### src/ramct_pkg.sv
package ramct_pkg;

    // Table geometry. The block size is a power of two so a slot index splits
    // into a block number and an offset by bit selection.
    localparam int SLOTS      = 1024;
    localparam int OFF_W      = 5;
    localparam int BLOCK_SIZE = 1 << OFF_W;
    localparam int NUM_BLOCKS = (SLOTS + BLOCK_SIZE - 1) / BLOCK_SIZE;
    localparam int BLK_W      = (NUM_BLOCKS > 1) ? $clog2(NUM_BLOCKS) : 1;
    localparam int MEM_DEPTH  = NUM_BLOCKS * BLOCK_SIZE;
    localparam int ADDR_W     = BLK_W + OFF_W;

    // Field widths of the stream items.
    localparam int SLOT_W      = 10;
    localparam int VALUE_W     = 31;
    localparam int IN_TDATA_W  = 48;
    localparam int OUT_TDATA_W = 16;

    typedef logic [BLK_W-1:0]      t_blk;
    typedef logic [OFF_W-1:0]      t_off;
    typedef logic [VALUE_W-1:0]    t_value;
    typedef logic [SLOT_W-1:0]     t_slot;
    typedef logic [BLOCK_SIZE-1:0] t_row;

    localparam t_blk LAST_BLK = t_blk'(NUM_BLOCKS - 1);
    localparam t_off OFF_MAX  = t_off'(BLOCK_SIZE - 1);

    localparam logic CMD_LOAD  = 1'b0;
    localparam logic CMD_QUERY = 1'b1;

    typedef enum logic [3:0] {
        S_CLEAR,
        S_IDLE,
        S_LD_RD,
        S_LD_WR,
        S_SUM,
        S_ROW_RD,
        S_ROW_GET,
        S_FIND,
        S_CLAIM,
        S_REB,
        S_OUT
    } t_state;

    // Controller to datapath.
    typedef struct packed {
        logic clr_step;
        logic accept;
        logic ld_rd;
        logic ld_wr;
        logic sum_step;
        logic row_rd;
        logic row_get;
        logic scan_up_init;
        logic scan_down_init;
        logic scan_issue;
        logic find_hit;
        logic claim;
        logic sum_write;
        logic out_load;
    } t_dp_cmd;

    // Datapath to controller.
    typedef struct packed {
        logic in_query;
        logic in_ld_ok;
        logic clr_last;
        logic sum_hit;
        logic sum_last;
        logic find_hit;
        logic find_end;
        logic reb_done;
        logic is_query;
        logic out_free;
    } t_dp_sts;

endpackage

### src/ramct_ctrl.sv
module ramct_ctrl
    import ramct_pkg::*;
(
    input  logic    i_clk,
    input  logic    i_rst_n,
    input  logic    i_s_tvalid,
    output logic    o_s_tready,
    input  t_dp_sts i_sts,
    output t_dp_cmd o_cmd
);

    t_state r_state;
    t_state n_state;

    always_ff @(posedge i_clk) begin
        if (!i_rst_n) begin
            r_state <= S_CLEAR;
        end else begin
            r_state <= n_state;
        end
    end

    always_comb begin
        n_state    = r_state;
        o_cmd      = '0;
        o_s_tready = 1'b0;
        unique case (r_state)
            S_CLEAR: begin
                o_cmd.clr_step = 1'b1;
                if (i_sts.clr_last) begin
                    n_state = S_IDLE;
                end
            end
            S_IDLE: begin
                o_s_tready = 1'b1;
                if (i_s_tvalid) begin
                    o_cmd.accept = 1'b1;
                    if (i_sts.in_query) begin
                        n_state = S_SUM;
                    end else if (i_sts.in_ld_ok) begin
                        n_state = S_LD_RD;
                    end
                end
            end
            S_LD_RD: begin
                o_cmd.ld_rd = 1'b1;
                n_state     = S_LD_WR;
            end
            S_LD_WR: begin
                o_cmd.ld_wr        = 1'b1;
                o_cmd.scan_up_init = 1'b1;
                n_state            = S_REB;
            end
            S_SUM: begin
                o_cmd.sum_step = 1'b1;
                if (i_sts.sum_hit) begin
                    n_state = S_ROW_RD;
                end else if (i_sts.sum_last) begin
                    n_state = S_OUT;
                end
            end
            S_ROW_RD: begin
                o_cmd.row_rd = 1'b1;
                n_state      = S_ROW_GET;
            end
            S_ROW_GET: begin
                o_cmd.row_get        = 1'b1;
                o_cmd.scan_down_init = 1'b1;
                n_state              = S_FIND;
            end
            S_FIND: begin
                o_cmd.scan_issue = 1'b1;
                if (i_sts.find_hit) begin
                    o_cmd.find_hit = 1'b1;
                    n_state        = S_CLAIM;
                end else if (i_sts.find_end) begin
                    n_state = S_OUT;
                end
            end
            S_CLAIM: begin
                o_cmd.claim        = 1'b1;
                o_cmd.scan_up_init = 1'b1;
                n_state            = S_REB;
            end
            S_REB: begin
                o_cmd.scan_issue = 1'b1;
                if (i_sts.reb_done) begin
                    o_cmd.sum_write = 1'b1;
                    n_state         = i_sts.is_query ? S_OUT : S_IDLE;
                end
            end
            S_OUT: begin
                if (i_sts.out_free) begin
                    o_cmd.out_load = 1'b1;
                    n_state        = S_IDLE;
                end
            end
            default: begin
                n_state = S_IDLE;
            end
        endcase
    end

endmodule

### config.mk
export PLATFORM = sky130hd
export DESIGN_NAME = ramct_ctrl
export DESIGN_NICKNAME = d
export VERILOG_FILES = /design/src/ramct_pkg.sv /design/src/ramct_ctrl.sv
export SDC_FILE = /design/constraint.sdc
export NUM_CORES = 1
export LEC_CHECK = 0
export ABC_AREA = 1
export CELL_PAD_IN_SITES_DETAIL_PLACEMENT = 1
export CELL_PAD_IN_SITES_GLOBAL_PLACEMENT = 1
export CORE_MARGIN = 2
export CORE_UTILIZATION = 33
export DETAILED_ROUTE_END_ITERATION = 10
export DONT_BUFFER_PORTS = 1
export PLACE_DENSITY = 0.74
export SETUP_SLACK_MARGIN = 0.2
export SLEW_MARGIN = 10
export SYNTH_ARGS = -nofsm -noshare
export SYNTH_HDL_FRONTEND = slang
export SYNTH_SLANG_ARGS = --single-unit
### constraint.sdc
create_clock -name i_clk -period 1.1 [get_ports i_clk]
set_input_delay 0.22 -clock i_clk [delete_from_list [all_inputs] [get_ports i_clk]]
set_output_delay 0.22 -clock i_clk [all_outputs]
set_load 0.1 [all_outputs]
==> parameters.txt, run 1 <==
Parameter                              Value

Outcome
  Result of the run    aborted with a tool error
  Terminating stage of the flow    4_1_cts
  Error that halted the flow    [ERROR DPL-0033] detailed placement checks failed during check placement.

Synth
  Biggest area consumer among synthesized cells    sky130_fd_sc_hd__nand2_1
  Most repeated cell in the gate-level netlist after synthesis    sky130_fd_sc_hd__nand2_1
  Total number of yosys warnings    0
  Syn avg cell area    around 5.2 um^2
  Post-synthesis net count    124
  Most instantiated cells after synthesis    28 x sky130_fd_sc_hd__nand2_1, 27 x sky130_fd_sc_hd__nor2_1, 16 x sky130_fd_sc_hd__inv_1
  Cell area after synthesis    approximately 570 um^2
  Netlist cell types    18
  Gate Count Post-Synth    111
  EDFF count, synth    0
  Yosys reg bits    4
  Area fraction of the dominant cell type after synthesis    ~18%
  Sequential cell area fraction in the yosys report    approximately 14%
  Async S/R FF share, synth    0%
  Primary flip-flop cell chosen by synthesis mapping    sky130_fd_sc_hd__dfxtp_1
  Top cells by area in the synthesized netlist    sky130_fd_sc_hd__nand2_1 18%, sky130_fd_sc_hd__nor2_1 18%, sky130_fd_sc_hd__dfxtp_1 14%

Clock tree
  Count of H-tree levels built during CTS    1
  Quantity of gates resized following cts    between 40 and 50
  Max Buffers Root-to-Sink    2
  Post-CTS Setup Repair Bufs    12
  Clock net sink count    4
  CTS root buffer    sky130_fd_sc_hd__clkbuf_4
  Clock buffer count from CTS    3
  Number of hold-repair buffers added at the cts stage    0

Place
  Gpl congestion    just under 0.9
  Port Buffer Count    0
  Post-detailed-placement cell area    about 1000 um^2
  Detailed Place HPWL    about 2.0 mm

Die
  IO Count    28
  Die width    around 46 um
  Count of standard-cell rows    15
  Die Y-Extent    between 40 and 50 um
  Effective utilization at floorplan    between 30% and 40%
cells by family after synthesis:
family	after synthesis	synth area share [%]
buffers and inverters	23	16.1
DFF	4	13.9
AOI/OAI and AO/OA	2	2.18
and+or+nand+nor	82	67.8
per-stage QoR:
stage / utilization [%] / hold slack (ns) / setup TNS, ns / worst slack (ns) / instances
2_1_floorplan: - / 0.331 / -7.10 / -0.810 / 111
3_3_place_gp: 61.9 / 0.332 / -3.39 / -0.242 / 154
3_5_place_dp: 61.9 / 0.343 / -4.00 / -0.296 / 154
==> run 2: changes to the inputs <==
==> config.mk (replaced) <==
export PLATFORM = sky130hd
export DESIGN_NAME = ramct_ctrl
export DESIGN_NICKNAME = d
export VERILOG_FILES = /design/src/ramct_pkg.sv /design/src/ramct_ctrl.sv
export SDC_FILE = /design/constraint.sdc
export NUM_CORES = 1
export LEC_CHECK = 0
export ABC_AREA = 1
export CORE_AREA = 2 2 63 65
export DETAILED_ROUTE_END_ITERATION = 10
export DIE_AREA = 0 0 65 67
export DONT_BUFFER_PORTS = 1
export PLACE_DENSITY_LB_ADDON = 0.15
export SLEW_MARGIN = 10
export SYNTH_ARGS = -nofsm -noshare
export SYNTH_HDL_FRONTEND = slang
export SYNTH_SLANG_ARGS = --single-unit
==> constraint.sdc (replaced) <==
create_clock -name i_clk -period 1.4 [get_ports i_clk]
set_input_delay 0.28 -clock i_clk [delete_from_list [all_inputs] [get_ports i_clk]]
set_output_delay 0.28 -clock i_clk [all_outputs]
set_load 0.1 [all_outputs]
==> parameters.txt, run 2 <==
Parameter                              Value

Power
  Overall power consumption    around 2800 uW
  Comb pwr share    81.2%
  Max rail drop VDD    approximately 1200 uV
  Leakage power summed over all cells    between 0.0006 and 0.0007 uW
  Switching component of the power    roughly 1600 uW
  Clock network fraction of total power    9.0%
  P_int    between 1000 and 1500 uW
  Sequential fraction of design power    9.8%
  Net switching share of the total power    56.2%
  Power per Cell Area    around 2100 nW/um^2

Die
  IO Count    28 (unchanged)
  Count of standard-cell rows    22 (was 15)
  Die width    65 um (was 45.7 um)
  Effective utilization at floorplan    15.9% (was 34.0%)
  Area of the die    roughly 4400 um^2
  Area of the core    around 3600 um^2
  Die Y-Extent    67 um (was 45.7 um)

Finish
  Share of cells above drive strength 1    about three fifths
  Antenna Diode Count    0
  Commonest cells after routing, fill and taps aside    21 x sky130_fd_sc_hd__nand2_1, 21 x sky130_fd_sc_hd__buf_4, 14 x sky130_fd_sc_hd__nor2_1
  Fin nets    ~170
  Register containing the most flip-flops in the final layout    r_state
  Post-route cell area    about 1300 um^2
  FILL cells    373
  Relative area change from synthesis to final layout    130%
  Final core utilization    between 30% and 40%
  Number of flip-flops in the largest register    4
  Leading registers by flop count    r_state x4

Clock tree
  Clock net sink count    4 (unchanged)
  Count of H-tree levels built during CTS    1 (unchanged)
  Clock buffer count from CTS    3 (unchanged)
  CTS root buffer    sky130_fd_sc_hd__clkbuf_8 (was sky130_fd_sc_hd__clkbuf_4)
  CTS tree    yes
  Number of hold-repair buffers added at the cts stage    0 (unchanged)
  Clock input transition at the sequential cells of the worst setup and hold paths    approximately 0.04 ns
  Clk Latency, worst-skew pair    between 0.2 and 0.25 ns
  Max Buffers Root-to-Sink    2 (unchanged)

STA
  Total Negative Setup Slacks    -1.87 ns
  Achievable clock frequency    slightly above 0.6 GHz
  Final Max Slew Viols    0
  Final setup slack of the worst path    -0.221 ns
  Tmin final    roughly 1.6 ns
  Max transition margin    roughly 87%
  Skew final    between 0.005 and 0.006 ns
  Final-report setup violation count    18
  Final hold violation count    0
  Share of the clock period used by the worst path after layout    116%
  Worst hold slack across all endpoints    roughly 0.17 ns
  Setup repair after global routing missed its margin    yes
  Actual transition at the worst max-transition pin    ~0.19 ns

Routing
  Total detailed-routing wirelength    roughly 2.2 mm
  Via total after detailed routing    between 700 and 800
  Number of design-rule violations left by the first detailed-router iteration    18
  Residual DRC count    0
  Number of nets still failing antenna checks after routing    0
  Average wire per standard cell    between 10 and 15 um
  Post-detailed-route via-to-cell ratio    between 4 and 5
  Number of detailed-route iterations in the first pass    4

Worst hold path
  Worst hold path type    primary input to register

Setup path
  Startpoint class of the critical path    register
  Arrival time at the worst endpoint    1.34 ns
  CP Capture Type    output pin
  Gate family responsible for the most delay along the worst path    buffers and inverters
  Slowest cell delay on critical path    ~0.36 ns
  Worst-path cell with the longest stage delay    sky130_fd_sc_hd__dfxtp_4
  Required time of the worst setup path    between 1 and 1.5 ns
  Cells along the critical path    inv_4 > nor2_4 > nand2_2 > clkinvlp_4 > nor2_4 > clkinvlp_4 > buf_12
  Classification of the worst setup path    register to output pin
  Worst-path fanout max    5
  Worst path buffer plus inverter count    4

Synth
  Most instantiated cells after synthesis    28 x sky130_fd_sc_hd__nand2_1, 27 x sky130_fd_sc_hd__nor2_1, 16 x sky130_fd_sc_hd__inv_1 (unchanged)
  Syn avg cell area    5.17 um^2 (unchanged)
  Sequential cell area fraction in the yosys report    13.9% (unchanged)
  Yosys reg bits    4 (unchanged)
  Post-synthesis net count    124 (unchanged)
  Most repeated cell in the gate-level netlist after synthesis    sky130_fd_sc_hd__nand2_1 (unchanged)
  Primary flip-flop cell chosen by synthesis mapping    sky130_fd_sc_hd__dfxtp_1 (unchanged)
  Gate Count Post-Synth    111 (unchanged)
  Cell area after synthesis    574 um^2 (unchanged)
  Total number of yosys warnings    0 (unchanged)
  Top cells by area in the synthesized netlist    sky130_fd_sc_hd__nand2_1 18%, sky130_fd_sc_hd__nor2_1 18%, sky130_fd_sc_hd__dfxtp_1 14% (unchanged)
  EDFF count, synth    0 (unchanged)
  Area fraction of the dominant cell type after synthesis    18.3% (unchanged)
  Async S/R FF share, synth    0% (unchanged)
  Netlist cell types    18 (unchanged)
  Biggest area consumer among synthesized cells    sky130_fd_sc_hd__nand2_1 (unchanged)

Global route
  Remaining Overflow, GRT    0
  Initial antenna violation count    0
  All-Layer GR Usage    roughly 11%
  First-pass GRT wire length    3.66 mm
  Pin count of the biggest net entering global routing    8
  Via count of the first global-routing pass    roughly 770

Place
  Detailed Place HPWL    1.79 mm (was 2.03 mm)
  Post-detailed-placement cell area    1040 um^2 (was 1050 um^2)
  Gpl congestion    0.805 (was 0.884)
  Port Buffer Count    0 (unchanged)

Outcome
  Result of the run    finished, violations left (was aborted with a tool error)
  Violations in the final reports    negative setup slack

Job
  Max Cap Viol    0
-- run 2: cell counts after synthesis --
Identical to the previous run, type by type.
-- run 2: area by class of cell --
class                           instances  area, um^2  area share (%)
Timing Repair Buffer                   37         452            34.3
Multi-Input combinational cell         84         558            42.3
Clock buffer                            3        41.3            3.13
Sequential cell                         4        95.1            7.21
Inverter                               22         113            8.54
Tap cell                               48        60.1            4.55
-- run 2: worst paths after layout --
check / start / endpoint / slack, ns / cells past startpoint
worst min register to register: r_state[1] / r_state[1] / 0.57 / 2
worst min-delay path: i_rst_n / r_state[3] / 0.17 / 2
worst max register to register: r_state[3] / r_state[3] / -0.08 / 11
worst max-delay path: r_state[3] / o_cmd[6] / -0.22 / 7
-- run 2: timing repair --
item | in CTS | in global routing
buffers inserted | 12 | 6
gates resized for setup | 20 | 11
pin swaps | 10 | 10
setup endpoints to repair | 15 | 19
-- run 2: per-layer routing --
layer / part of all wire (%) / global-route usage (%) / wire length (um) / vias up
met4: 1.8 / 4.79 / 39 / 0
li1: - / - / - / 415
met2: 49 / 18.6 / 1080 / 15
met1: 46 / 14.1 / 1010 / 364
met5: 0 / 0 / 0 / -
met3: 3.6 / 2.20 / 80 / 4
-- run 2: cells by family (layout without fill, tap and decap cells) --
kind of cell,Yosys count,after routing,synth area share [%]
compound gates,2,2,2.18
flops,4,4,13.9
simple gates,82,82,67.8
buf+inv,23,62,16.1
-- run 2: power by group through the flow --
stage	sequential, uW	clock (uW)	combinational [uW]
2_1_floorplan	228	0	1390
3_3_place_gp	244	0	1960
3_5_place_dp	245	0	1950
4_1_cts	270	257	2150
5_1_grt	281	265	2420
6_report	274	253	2280
-- run 2: worst register-to-register path, delay by kind of cell, from the launching register on --
| family | cells | cell delay (ns) |
|---|---|---|
| flops | 1 | 0.36 |
| simple gates | 6 | 0.53 |
| buf+inv | 5 | 0.51 |
-- run 2: through the flow --
stage	std cells	worst slack, ns
6_report	198	-0.221
5_1_grt	198	-0.247
4_1_cts	192	-0.193
3_5_place_dp	177	0.00259
3_3_place_gp	177	-0.00251
2_1_floorplan	111	-0.570
(Power assumes the default switching activity.)
